File: src/sv/tts_pkg.sv
package tts_pkg;

  localparam logic [2:0] OP_CREATE   = 3'd0;
  localparam logic [2:0] OP_SUSPEND  = 3'd1;
  localparam logic [2:0] OP_RESUME   = 3'd2;
  localparam logic [2:0] OP_KILL     = 3'd3;
  localparam logic [2:0] OP_KILL_ALL = 3'd4;
  localparam logic [2:0] OP_FIND     = 3'd5;
  localparam logic [2:0] OP_COMPLETE = 3'd6;

  localparam int MAX_SLOTS = 8;
  localparam int TICK_W = 16;
  localparam int IN_W   = 56;
  localparam int OUT_W  = 8;

  function automatic logic in_window(input logic [TICK_W-1:0] d,
                                     input logic [TICK_W-1:0] s,
                                     input logic [TICK_W-1:0] e);
    if (s <= e) begin
      return (d >= s) && (d < e);
    end
    return (d >= s) || (d < e);
  endfunction

endpackage

File: src/sv/tick_task_scheduler_unit.sv
// Channel   Dir  Handshake                  Payload (low bit first)
// s_axis    in   s_axis_tvalid/tready       opcode, task_id, interval, from_tick, to_tick
// m_axis    out  m_axis_tvalid/tready       ok, slot, active_count
//
// A request runs from the accept in ST_IDLE through decode and slot update in ST_EXEC, then
// a load (ST_LOAD) and a check (ST_CHECK) per created slot, task_count as it stands after
// decode, through the due-tick memory read port and the shared window/compare unit, and
// ends in ST_DONE, which loads the result register; with no task ST_LOAD goes to ST_DONE.
// rst clears all flags and the task count; the due-tick memory is not cleared.
// s_axis_tready is high only while idle; a waiting result stalls the next one in its last cycle.
module tick_task_scheduler_unit (
  input  logic                    clk,
  input  logic                    rst,
  input  logic                    s_axis_tvalid,
  output logic                    s_axis_tready,
  // opcode[2:0], task_id[5:3], interval[21:6], from_tick[37:22], to_tick[53:38]
  input  logic [tts_pkg::IN_W-1:0] s_axis_tdata,
  output logic                    m_axis_tvalid,
  input  logic                    m_axis_tready,
  // ok[0], slot[3:1], active_count[7:4]
  output logic [tts_pkg::OUT_W-1:0] m_axis_tdata
);
  import tts_pkg::*;

  localparam int SLOT_W = (MAX_SLOTS > 1) ? $clog2(MAX_SLOTS) : 1;
  localparam int CNT_W  = $clog2(MAX_SLOTS + 1);

  typedef enum logic [2:0] {
    ST_IDLE,
    ST_EXEC,
    ST_LOAD,
    ST_CHECK,
    ST_DONE
  } state_t;

  state_t state;

  logic [2:0]        req_op;
  logic [2:0]        req_id;
  logic [TICK_W-1:0] req_ivl;
  logic [TICK_W-1:0] req_start;
  logic [TICK_W-1:0] req_end;

  logic [MAX_SLOTS-1:0] skip_flag;
  logic [MAX_SLOTS-1:0] suspend_flag;
  logic [MAX_SLOTS-1:0] exit_flag;
  logic [CNT_W-1:0]     task_count;

  logic [SLOT_W-1:0] idx;
  logic [CNT_W-1:0]  live_cnt;
  logic              ok_r;
  logic [SLOT_W-1:0] res_slot;

  logic [TICK_W-1:0] due_mem [MAX_SLOTS];
  logic [TICK_W-1:0] due_q;
  logic              mem_we;
  logic [SLOT_W-1:0] mem_wa;
  logic [TICK_W-1:0] mem_wd;

  logic              known;
  logic              create_ok;
  logic [SLOT_W-1:0] id_ix;
  logic [SLOT_W-1:0] new_ix;
  logic              stopped;
  logic              hit_window;
  logic              last_slot;

  assign s_axis_tready = (state == ST_IDLE);

  assign id_ix      = SLOT_W'(req_id);
  assign new_ix     = SLOT_W'(task_count);
  assign known      = 32'(req_id) < 32'(task_count);
  assign create_ok  = 32'(task_count) < 32'(MAX_SLOTS);
  assign stopped    = suspend_flag[idx] | exit_flag[idx];
  assign hit_window = in_window(due_q, req_start, req_end);
  assign last_slot  = (CNT_W'(idx) + CNT_W'(1)) == task_count;

  always_comb begin
    mem_we = 1'b0;
    mem_wa = id_ix;
    mem_wd = 16'(req_end + req_ivl);
    if (state == ST_EXEC) begin
      if (req_op == OP_CREATE) begin
        mem_we = create_ok;
        mem_wa = new_ix;
        mem_wd = '0;
      end else if (req_op == OP_COMPLETE) begin
        mem_we = known;
      end
    end
  end

  always_ff @(posedge clk) begin
    if (mem_we) begin
      due_mem[mem_wa] <= mem_wd;
    end
    due_q <= due_mem[idx];
  end

  always_ff @(posedge clk) begin
    if (rst) begin
      state         <= ST_IDLE;
      skip_flag     <= '0;
      suspend_flag  <= '0;
      exit_flag     <= '0;
      task_count    <= '0;
      m_axis_tvalid <= 1'b0;
      idx           <= '0;
      live_cnt      <= '0;
      ok_r          <= 1'b0;
      res_slot      <= '0;
    end else begin
      if (m_axis_tvalid && m_axis_tready) begin
        m_axis_tvalid <= 1'b0;
      end
      unique case (state)
        ST_IDLE: begin
          if (s_axis_tvalid) begin
            req_op    <= s_axis_tdata[2:0];
            req_id    <= s_axis_tdata[5:3];
            req_ivl   <= s_axis_tdata[21:6];
            req_start <= s_axis_tdata[37:22];
            req_end   <= s_axis_tdata[53:38];
            state     <= ST_EXEC;
          end
        end
        ST_EXEC: begin
          ok_r     <= 1'b0;
          res_slot <= '0;
          idx      <= '0;
          live_cnt <= '0;
          unique case (req_op)
            OP_CREATE: begin
              if (create_ok) begin
                skip_flag[new_ix]    <= 1'b1;
                suspend_flag[new_ix] <= 1'b0;
                exit_flag[new_ix]    <= 1'b0;
                task_count           <= task_count + CNT_W'(1);
                ok_r                 <= 1'b1;
                res_slot             <= new_ix;
              end
            end
            OP_SUSPEND: begin
              if (known && !exit_flag[id_ix] && !suspend_flag[id_ix]) begin
                suspend_flag[id_ix] <= 1'b1;
                ok_r                <= 1'b1;
              end
            end
            OP_RESUME: begin
              if (known && !exit_flag[id_ix] && suspend_flag[id_ix]) begin
                suspend_flag[id_ix] <= 1'b0;
                skip_flag[id_ix]    <= 1'b1;
                ok_r                <= 1'b1;
              end
            end
            OP_KILL: begin
              if (known && !exit_flag[id_ix]) begin
                exit_flag[id_ix] <= 1'b1;
                ok_r             <= 1'b1;
              end
            end
            OP_KILL_ALL: begin
              ok_r <= 1'b1;
            end
            OP_COMPLETE: begin
              if (known) begin
                if (req_ivl == '0) begin
                  exit_flag[id_ix] <= 1'b1;
                end
                skip_flag[id_ix] <= 1'b0;
                ok_r             <= 1'b1;
              end
            end
            default: begin
            end
          endcase
          state <= ST_LOAD;
        end
        ST_LOAD: begin
          state <= (task_count == '0) ? ST_DONE : ST_CHECK;
        end
        ST_CHECK: begin
          if (req_op == OP_KILL_ALL) begin
            exit_flag[idx] <= 1'b1;
          end else if (!stopped) begin
            live_cnt <= live_cnt + CNT_W'(1);
          end
          if (req_op == OP_FIND && !ok_r && !stopped &&
              (skip_flag[idx] || due_q == req_start)) begin
            skip_flag[idx] <= 1'b0;
            ok_r           <= 1'b1;
            res_slot       <= idx;
          end
          if (req_op == OP_COMPLETE && ok_r && idx != id_ix && !stopped && hit_window) begin
            skip_flag[idx] <= 1'b1;
          end
          if (last_slot) begin
            state <= ST_DONE;
          end else begin
            idx   <= idx + SLOT_W'(1);
            state <= ST_LOAD;
          end
        end
        ST_DONE: begin
          if (!m_axis_tvalid || m_axis_tready) begin
            m_axis_tvalid <= 1'b1;
            m_axis_tdata  <= {4'(live_cnt), 3'(res_slot), ok_r};
            state         <= ST_IDLE;
          end
        end
        default: begin
          state <= ST_IDLE;
        end
      endcase
    end
  end

`ifndef ASSERT_OFF
  a_busy_after_accept: assert property (@(posedge clk) disable iff (rst)
    s_axis_tvalid && s_axis_tready |=> !s_axis_tready)
    else $error("request taken while a request is in work");

  a_count_bound: assert property (@(posedge clk) disable iff (rst)
    32'(task_count) <= 32'(MAX_SLOTS))
    else $error("task count beyond slot table");

  a_active_bound: assert property (@(posedge clk) disable iff (rst)
    m_axis_tvalid |-> 32'(m_axis_tdata[7:4]) <= 32'(task_count))
    else $error("active count exceeds created tasks");
`endif

endmodule

File: config.mk
export PLATFORM = sky130hd
export DESIGN_NAME = tick_task_scheduler_unit
export DESIGN_NICKNAME = d
export VERILOG_FILES = /design/src/sv/tts_pkg.sv /design/src/sv/tick_task_scheduler_unit.sv
export SDC_FILE = /design/constraint.sdc
export NUM_CORES = 1
export LEC_CHECK = 0
export BUFFER_PORTS_ARGS = -buffer_cell sky130_fd_sc_hd__buf_2
export CAP_MARGIN = 20
export CORE_ASPECT_RATIO = 1.2
export CORE_MARGIN = 5
export CORE_UTILIZATION = 65
export DETAILED_ROUTE_END_ITERATION = 16
export GPL_TIMING_DRIVEN = 0
export MAX_ROUTING_LAYER = met4
export PLACE_DENSITY = 0.84
export RECOVER_POWER = 100
export SYNTH_ARGS = -nofsm -noshare
export SYNTH_HDL_FRONTEND = slang
export SYNTH_SLANG_ARGS = --single-unit
File: constraint.sdc
create_clock -name clk -period 8.1 [get_ports clk]
set_clock_uncertainty 0.1 [all_clocks]
set_input_delay 1.62 -clock clk [delete_from_list [all_inputs] [get_ports clk]]
set_output_delay 1.62 -clock clk [all_outputs]
set_load 0.1 [all_outputs]
After elaboration in Yosys (flattened, before gate mapping)
Memories as Yosys holds them, arrays and structs flattened. A register that Yosys moved wholly into a read port is not among the register bits.
Index checks and enable logic that the tools add are counted.
{ "classes": {"n_addsub": 5, "order_cmp": 11, "n_eq_ne": 30, "mux": 73, "n_bitwise": 16, "n_reduce_logical": 39} }
{ "ops": {"columns": ["operator", "n"], "rows": [
  ["$mux 8", 15],
  ["$pmux 8 s3", 3],
  ["$or 8x8->8", 6],
  ["$and 8x8->8", 5],
  ["$mux 16", 2],
  ["$pmux 8 s2", 2],
  ["$mux 3", 10],
  ["$mux 1", 25],
  ["$not 8->8", 3],
  ["$ne 2x2->1 const B", 10],
  ["$add 16x16->16", 1],
  ["$eq 16x16->1", 1],
  ["$ge 16x16->1", 1],
  ["$le 16x16->1", 1],
  ["$logic_not 16->1", 1],
  ["$lt 16x16->1", 1],
  ["$bmux 1 s3", 5],
  ["$logic_and 1x1->1", 15],
  ["$ne 3x3->1 const B", 5],
  ["$pmux 3 s5", 1],
  ["$eq 3x2->1 const B", 4],
  ["$eq 3x3->1 const B", 4],
  ["$lt 3x4->1 const B", 3],
  ["$pmux 3 s2", 2],
  ["other kinds (27)", 48]
]} }
{ "word_totals": {"regBits": 105, "ram_bits": 128, "out_inout_bits": 10, "memories": 1} }
{ "mem_list": {"columns": ["name", "depth", "word_bits", "rd", "rd_ports_with_merged_regs", "wr", "line", "text"], "rows": [
  ["due_mem", 8, 16, 1, 1, 1, "tick_task_scheduler_unit.sv:54", "logic [TICK_W-1:0] due_mem [MAX_SLOTS];"]
]} }

Depth between registers and ports, before layout
Gate-level depths: netlist of the first run.
{ "logic_depth": {"depth_word": 12, "mapped_depth": 10, "depth_no_buf": 10} }

Worst setup path before layout of the first run
No wires, ideal clock.
{ "synth_timing": {"path_kind": "reg-to-reg", "startpoint": "register state[1]", "endpoint": "register req_id[0] (netlist: id_ix[0]) (enable)", "setup_ns": 0.418, "arrival_ns": 4.234, "setup_slack_ns": 3.348, "path_stages_with_launch": 4, "n_path_buf": 1, "period_less_slack_ns": 4.752, "cell_sequence": "dfxtp_1 buf_1 nor3_1 and3_1"} }
{ "synth_via": {"elab_chain_cells": 2} }
{ "synth_rtl": {"columns": ["element", "line", "text"], "rows": [
  ["start, declared", "tick_task_scheduler_unit.sv:36", "state_t state;"],
  ["start signal, assigned", "tick_task_scheduler_unit.sv:180", "state <= (task_count == '0) ? ST_DONE : ST_CHECK;"],
  ["$logic_not 3->1", null, null],
  ["via s_axis_tready", "tick_task_scheduler_unit.sv:15", "output logic s_axis_tready,"],
  ["$reduce_and 3->1 (no line)", null, null],
  ["end signal, assigned", "tick_task_scheduler_unit.sv:120", "req_id <= s_axis_tdata[5:3];"],
  ["end, declared", "tick_task_scheduler_unit.sv:39", "logic [2:0] req_id;"]
]} }
The timed path passes the listed nets, and every way through them passes these cells.
A chain may end at the register's enable or synchronous reset.

Worst setup path in the final report of the first run
{ "layout_timing": {"startpoint": "input rst", "endpoint": "register req_ivl[0] (enable)"} }
{ "layout_via": {"elab_chain_cells": 2} }
{ "layout_rtl": {"columns": ["element", "line", "text"], "rows": [
  ["start, declared", "tick_task_scheduler_unit.sv:13", "input logic rst,"],
  ["$not 1->1 (no line)", null, null],
  ["$reduce_and 3->1 (no line)", null, null],
  ["end signal, assigned", "tick_task_scheduler_unit.sv:121", "req_ivl <= s_axis_tdata[21:6];"],
  ["end, declared", "tick_task_scheduler_unit.sv:40", "logic [TICK_W-1:0] req_ivl;"]
]} }
Every way passes these cells.

==> results of run 1 <==
kinds of logic (layout without fill, tap and decap cells):
| group | count (synthesis) | in the layout | share of synthesized area |
|---|---|---|---|
| buffers and inverters | 94 | 215 | 0.0339 |
| multiplexers | 8 | 8 | 0.00948 |
| XOR/XNOR | 21 | 21 | 0.0153 |
| adder cells (fa/ha/maj) | 70 | 70 | 0.0734 |
| AND/OR/NAND/NOR | 285 | 285 | 0.123 |
| AO/OA/AOI/OAI | 293 | 293 | 0.171 |
| flip-flops | 249 | 249 | 0.574 |
cell usage in the layout (no fill, tap or decap), types with 6 or more instances in the layout:
cell,n
edfxtp_1,190
nor2_1,74
ha_1,68
a22oi_1,67
nand2_1,65
buf_2,64
a21oi_1,63
dfxtp_1,59
clkbuf_1,56
o21ai_0,56
inv_1,47
nor3_1,31
nand4_1,26
clkbuf_16,26
nand3_1,15
a21o_1,13
xnor2_1,12
nor4_1,10
a211oi_1,10
a31oi_1,10
nand2b_1,10
xor2_1,9
nor2b_1,9
a32oi_1,9
o21a_1,8
o211ai_1,8
nor3b_1,7
and3_1,7
a311oi_1,6
per-stage QoR:
step	utilization	hold slack (ns)	setup WS [ns]	total power [uW]	std cells
after floorplan	-	0.309	3.35	1680	1020
after global placement	0.694	0.317	3.24	1770	1310
after detailed placement	0.703	0.322	4.34	1780	1319
after CTS	0.751	0.339	4.32	2980	1365
after global routing	0.739	0.353	3.00	3070	1365
final	0.739	0.338	3.30	2980	1365
final cells by class:
cell class / count / share of cell area
Clock buffer: 34 / 0.0522
Multi-Input combinational cell: 677 / 0.345
Inverter: 47 / 0.0131
Tap cell: 224 / 0.0209
Clock inverter: 12 / 0.0130
Buffer: 47 / 0.0168
Sequential cell: 249 / 0.513
Timing Repair Buffer: 75 / 0.0261
registers in the layout, indices dropped and copies added, names as in the netlist, 16 cells and up:
name,count
due_q,16
req_start,16
req_ivl,16
due_mem,128
req_end,16
metal layers:
metal | up-vias | part of all wire
li1 | 4132 | -
met1 | 4308 | 0.36
met2 | 530 | 0.51
met3 | 103 | 0.078
met4 | 0 | 0.051
met5 | - | 0
power breakdown:
group / internal, uW / switching [uW] / total, uW
Sequential: 1440 / 28.0 / 1470
Clock: 737 / 485 / 1220
Combinational: 93.5 / 191 / 285
worst min path at each step:
stage,start,to,slack (ns),cells after the start
global route,res_slot[1],m_axis_tdata[2],0.35,0
detailed placement,res_slot[2],m_axis_tdata[3],0.32,0
global placement,res_slot[1],m_axis_tdata[2],0.32,0
CTS,res_slot[1],m_axis_tdata[2],0.34,0
finish,res_slot[1],m_axis_tdata[2],0.34,0
floorplan,res_slot[0],m_axis_tdata[1],0.31,0
==> out/qor.csv, run 1 <==
metric,value,unit
run status,finished with violations,
violated checks,"capacitance limit, slew limit",
Via density,6.65,
Initial DRC Count,1132,
r2r setup slk,3.59,ns
Post-Synthesis Cells,1020,
Avg Synthesized Cell Area,11.8,um2
P_leak,0.00482,uW
Die Wd,134,um
clock sink count,249,
"count leader, synth",edfxtp_1,
WS Path Type,input pin to register,
Diodes inserted,0,
"CP delay by family, top",buffers and inverters,
nets,1251,
worst skew pair latency,0.54,ns
mapped cell area,0.0120,mm2
final wirelength,31700,um
GR Util met3,0.0481,
Initial Util,0.661,
initial antenna violation count,0,
unrepaired setup endpoints after global routing,no,
placed cell areas,0.0128,mm2
"Slew Viols, Final",54,
# DRC,0,
routed len/inst,23.2,um
GPL Wtd Cong,0.972,
share of cells above drive strength 1,0.119,
Multi-input gate area,0.00463,mm2
post-synthesis sequential area ratio,0.574,
endpoints failing setup,0,
Syn-to-layout area delta,11.8,%
max_cap viols,3,
CP Launch Type,input pin,
unique cell type count in the Yosys netlist,86,
Hold Crit Class,register to register,
slowest cell on the critical path,clkbuf_1,
FF-to-FF path depth,11,
Max Clk Rate,208,MHz
Num CTS Buffers,25,
Synth top cells by count,"190 x edfxtp_1, 74 x nor2_1, 68 x ha_1",
Total GRT Usage,0.303,
FP Rows,54,
I/O Buffers,66,
Async SR Flop Fraction,0,
die area,0.0213,mm2
Reg area,0.00689,mm2
Pre-antenna DRT Iters,6,
CP Cell Sequence,clkbuf_1 > inv_1 > clkbuf_1 > and3_1 > clkbuf_1,
CP arrival,4.81,ns
"Reg clk slew, reported paths",0.06,ns
H-tree Lvls,1,
clock tree from TritonCTS,built,
Rel. slew slack,-0.438,
maximum net fanout on the critical path,43,
"Hold-fix buffers, CTS",0,
setup_tns,0,ns
core area,0.0182,mm2
total gr overflow,0,
Seq cells post-synth,249,
CTS Buffer Depth,3,
via count,9073,
chip height,159,um
crit path time final,4.80,ns
crit path capture,req_ivl[0],
fin crit share,0.593,
final hold vios,0,
met1 Use GR,0.359,
setup bufs post-CTS,0,
I/O pins,70,
Slew @ Worst Pin,2.16,ns
share of the synthesized area in the top cell type,0.475,
first-pass GRT wire length,48900,um
Setup crit start,rst,
Antenna Nets Post-Route,0,
GR Util met2,0.512,
count of filler cells inserted in the layout,1197,
most used flip-flop cell after synthesis,edfxtp_1,
PwrDens,222,mW/mm2
maximum VDD drop,0.000274,V
total of warnings raised by yosys,0,
largest stage delay on the critical path,1.59,ns
maximum number of pins on one net before global-route repair,44,
synth top area cells,"edfxtp_1 48%, dfxtp_1 9.8%, ha_1 7.1%, a22oi_1 4.2%, a21oi_1 2.5%",
Worst EP required,8.11,ns
vias in the first global route,8858,
cell count along the critical path,5,
Yosys top cell by area,edfxtp_1,
Synthesized Nets,1149,
Crit path top cell by count,clkbuf_1,
reg2reg end,due_mem[7][12],
"EDFF count, synth",190,
Finished Cell Area,0.0134,mm2
grt peak-use layer,met2,
Post-CTS Resized,0,
CP bufs+invs,4,
HPWL Detailed,22700,um
Worst R2R Start,task_count[1],
Critical Path End Type,register,
Root Driver,clkbuf_16,
Power figures use the tool's default switching activity.
==> inputs of run 2 (changes only) <==
CORE_UTILIZATION = 61   (was 65)
PLACE_DENSITY = 0.8   (was 0.84)
clock period = 4.9 ns   (was 8.1 ns; I/O delays follow)
==> run 2 against run 1 <==
Effect of this change: the run still ends with capacitance limit, slew limit left; sequential share of layout area down 0.40 points; clock power increased by 57%; sequential power grew 65%; wire length shrank 0.85%; die area grew 6.1%; via count fell by 0.69%; non-clock buffer count unchanged; worst setup slack lost 2.6 ns; cell count grew 2.7%; utilization shrank 4.4 points.
==> out/qor.csv, run 2 (synthesis gave the netlist of run 1 again) <==
metric,value,unit
CTS Buffer Depth,3,
GPL Wtd Cong,0.997,
Pre-antenna DRT Iters,7,
core area,0.0195,mm2
I/O Buffers,66,
total gr overflow,0,
Initial Util,0.616,
Num CTS Buffers,25,
final hold vios,0,
power consumption,4820,uW
PwrDens,356,mW/mm2
WS Path Type,register to register,
Total GRT Usage,0.282,
"commonest non-fill, non-tap cells in the layout","190 x edfxtp_1, 75 x nor2_1, 68 x ha_1",
setup bufs post-CTS,0,
CP arrival,4.38,ns
Syn-to-layout area delta,12.7,%
endpoints failing setup,0,
maximum net fanout on the critical path,10,
die area,0.0226,mm2
nets,1251,
CP Launch Type,register,
Antenna Nets Post-Route,0,
Die Wd,138,um
Critical Path End Type,register,
Worst EP required,5.04,ns
first-pass GRT wire length,48800,um
violated checks,"capacitance limit, slew limit",
HPWL Detailed,22600,um
initial antenna violation count,0,
Via density,6.43,
Rel. slew slack,-0.230,
unrepaired setup endpoints after global routing,no,
Max Clk Rate,236,MHz
chip height,164,um
Hold Crit Class,register to register,
Diodes inserted,0,
max reg flops,128,
clock tree from TritonCTS,built,
final wirelength,31400,um
"Hold-fix buffers, CTS",0,
run status,finished with violations,
setup_tns,0,ns
Root Driver,clkbuf_16,
share of cells above drive strength 1,0.129,
maximum VDD drop,0.000504,V
vias in the first global route,8772,
crit path time final,4.24,ns
"Most flops, register",due_mem,
maximum number of pins on one net before global-route repair,39,
Post-CTS Resized,0,
r2r setup slk,0.66,ns
"commonest non-fill, non-tap cell in the layout",edfxtp_1,
FP Rows,56,
clock sink count,249,
# DRC,0,
"Slew Viols, Final",39,
Initial DRC Count,1002,
H-tree Lvls,1,
I/O pins,70,
P_leak,0.00486,uW
max_cap viols,1,
Slew @ Worst Pin,1.84,ns
fin crit share,0.865,
"Reg clk slew, reported paths",0.06,ns
worst skew pair latency,0.54,ns
via count,9010,
routed len/inst,22.4,um
run 2: cell count changes in the layout (fill, tap and decap cells not counted), moves of 3 or more:
cell / delta
bufinv_16: -3
clkbuf_1: -10
clkinv_2: +3
clkinv_4: +3
buf_8: +7
run 2: power by group:
part / internal (uW) / total, uW / switching, uW / leakage [uW]
clock network: 1110 / 1920 / 815 / 0.000420
registers: 2380 / 2430 / 44.8 / 0.00221
logic: 156 / 474 / 318 / 0.00223
run 2: stage by stage:
step | instance area, um2 | utilization | instances | hold slack (ns) | setup slack [ns]
floorplan | 12000 | - | 1020 | 0.309 | 0.148
global placement | 12700 | 0.650 | 1347 | 0.316 | 0.542
detailed placement | 12800 | 0.658 | 1356 | 0.326 | 1.13
CTS | 13700 | 0.702 | 1402 | 0.342 | 1.14
global route | 13500 | 0.695 | 1402 | 0.364 | 0.525
finish | 13500 | 0.695 | 1402 | 0.341 | 0.661
run 2: layout make-up:
| cell class | count | area, um2 |
|---|---|---|
| timing repair buffer | 75 | 437 |
| clock inverter | 14 | 118 |
| multi-input combinational | 677 | 4650 |
| clock buffer | 32 | 724 |
| tap | 261 | 327 |
| inverter | 47 | 176 |
| sequential | 249 | 6890 |
| buffer | 47 | 210 |
| fill | 1444 | 5950 |
run 2: worst max-delay path, stage by stage (launching register included):
cell	delay, ns
dfxtp_1	0.38
clkbuf_1	0.44
inv_1	0.21
ha_1	0.34
a21o_1	0.16
a21oi_1	0.39
or2_0	0.26
a31oi_1	0.11
nor3_1	0.28
nand2_1	0.20
nor2_1	0.80
buf_6	0.26
run 2: path summary, 6_finish.rpt:
| kind | cells past startpoint | from | to |
|---|---|---|---|
| worst min register to register | 0 | res_slot[2] | m_axis_tdata[3] |
| worst max-delay path | 11 | task_count[1] | due_mem[6][12] |
| worst max register to register | 11 | task_count[1] | due_mem[6][12] |
| worst min-delay path | 0 | res_slot[2] | m_axis_tdata[3] |
run 2: routing by layer:
layer  GRT usage  share of wire  up-vias
met5           -              0        -
met4       0.129          0.054        0
met3      0.0335          0.068      125
met2       0.494           0.50      447
met1       0.329           0.38     4311
li1            -              -     4127
==> inputs of run 3 (changes only) <==
CORE_UTILIZATION = 63   (was 61)
CTS_BUF_LIST = sky130_fd_sc_hd__clkbuf_4   (was unset)
PLACE_DENSITY = 0.82   (was 0.8)
==> run 3 against run 2 <==
Effect of this change: the run still ends with capacitance limit, slew limit left; utilization is 1.7 points higher; non-clock buffer count stayed put; hold slack better by 0.00085 ns; critical path type unchanged; largest power group unchanged.
==> out/qor.csv, run 3 (synthesis gave the netlist of run 1 again) <==
metric,value,unit
run status,finished with violations,
violated checks,"capacitance limit, slew limit",
Pre-antenna DRT Iters,6,
nets,1284,
setup_tns,0,ns
maximum VDD drop,0.000263,V
"non-filler cells, final",1454,
Syn-to-layout area delta,11.4,%
"CP delay by family, top",simple AND/OR/NAND/NOR gates,
"Hold-fix buffers, CTS",0,
share of cells above drive strength 1,0.155,
endpoints failing setup,0,
max reg flops,128,
max_cap viols,1,
I/O pins,70,
CTS Buffer Depth,3,
placed cell areas,0.0128,mm2
Rel. slew slack,-0.534,
# DRC,0,
Clock power frac,0.346,
Cells after DPL,1351,
Initial DRC Count,803,
Worst EP required,5.21,ns
Slew @ Worst Pin,2.30,ns
core area,0.0188,mm2
"commonest non-fill, non-tap cells in the layout","190 x edfxtp_1, 75 x nor2_1, 75 x clkbuf_4",
FP Rows,55,
"commonest non-fill, non-tap cell in the layout",edfxtp_1,
Critical Path End Type,register,
GPL Wtd Cong,0.978,
WS Path Type,register to register,
first-pass GRT wire length,47300,um
fin worst setup slack,0.713,ns
post-place setup slack,1.18,ns
clock sink count,249,
chip height,161,um
crit path time final,4.19,ns
Finished Cell Area,0.0134,mm2
Antenna Nets Post-Route,0,
CP bufs+invs,3,
P_leak,0.00485,uW
maximum net fanout on the critical path,10,
maximum number of pins on one net before global-route repair,46,
switching share of power,0.263,
Max Clk Rate,239,MHz
Initial Util,0.639,
sw power,1170,uW
H-tree Lvls,2,
Post-CTS Resized,0,
worst skew pair latency,0.71,ns
count of filler cells inserted in the layout,1341,
Flop pwr share,0.547,
vias in the first global route,8971,
PwrDens,331,mW/mm2
Hold Crit Class,register to register,
unrepaired setup endpoints after global routing,no,
CP arrival,4.49,ns
routed len/inst,21.0,um
final hold vios,0,
combinational fraction of design power,0.107,
HPWL Detailed,22400,um
die area,0.0219,mm2
Via density,6.26,
Cell Int Power,3260,uW
I/O Buffers,66,
clock tree from TritonCTS,built,
CP Cell Sequence,clkbuf_1 > inv_1 > ha_1 > a21o_1 > a21oi_1 > or2_0 > a31oi_1 > nor3_1 > nand2_1 > nor2_1 > buf_6,
via count,9099,
initial antenna violation count,1,
largest stage delay on the critical path,0.83,ns
Die Wd,136,um
CP Launch Type,register,
"Most flops, register",due_mem,
setup bufs post-CTS,0,
"Reg clk slew, reported paths",0.08,ns
slowest cell on the critical path,nor2_1,
total gr overflow,0,
Num CTS Buffers,58,
Total GRT Usage,0.289,
Root Driver,clkbuf_4,
power consumption,4430,uW
fin crit share,0.855,
final wirelength,30600,um
"Slew Viols, Final",46,
run 3: cell types whose count changed in the layout (fill, tap and decap cells not counted), sizes merged:
cell / before / now
clkinv: 10 / 25
diode: 0 / 1
clkinvlp: 1 / 0
clkbuf: 76 / 119
bufinv: 1 / 0
run 3: through the flow:
stage	hold slack, ns	utilization
2_1_floorplan	0.309	-
3_3_place_gp	0.317	0.674
3_5_place_dp	0.322	0.682
4_1_cts	0.290	0.719
5_1_grt	0.277	0.712
6_report	0.342	0.712
run 3: power by group through the flow:
stage	Clock [uW]	Sequential, uW	Combinational, uW
2_1_floorplan	0	2460	330
3_3_place_gp	0	2470	453
3_5_place_dp	0	2470	476
4_1_cts	1570	2420	480
5_1_grt	1690	2430	523
6_report	1530	2420	473
run 3: final cells by class:
class | instances | area, um2 | share of cell area
Antenna cell | 1 | 2.50 | 0.000187
Buffer | 47 | 218 | 0.0163
Clock buffer | 75 | 563 | 0.0421
Clock inverter | 27 | 124 | 0.00926
Inverter | 47 | 176 | 0.0132
Multi-Input combinational cell | 677 | 4650 | 0.348
Sequential cell | 249 | 6890 | 0.515
Tap cell | 256 | 320 | 0.0239
Timing Repair Buffer | 75 | 432 | 0.0323
run 3: worst paths after layout:
check                           slack, ns              end  cells past startpoint     startpoint
worst max-delay path                 0.71    due_mem[4][4]                     11  task_count[1]
worst min-delay path                 0.34  m_axis_tdata[2]                      0    res_slot[1]
worst max register to register       0.71    due_mem[4][4]                     11  task_count[1]
worst min register to register       0.34  m_axis_tdata[2]                      0    res_slot[1]
run 3: metal layers:
metal	global-route usage	part of all wire	vias to the layer above
met1	0.321	0.37	4281
met5	-	0	-
li1	-	-	4236
met2	0.478	0.50	466
met3	0.0601	0.069	116
met4	0.173	0.060	0
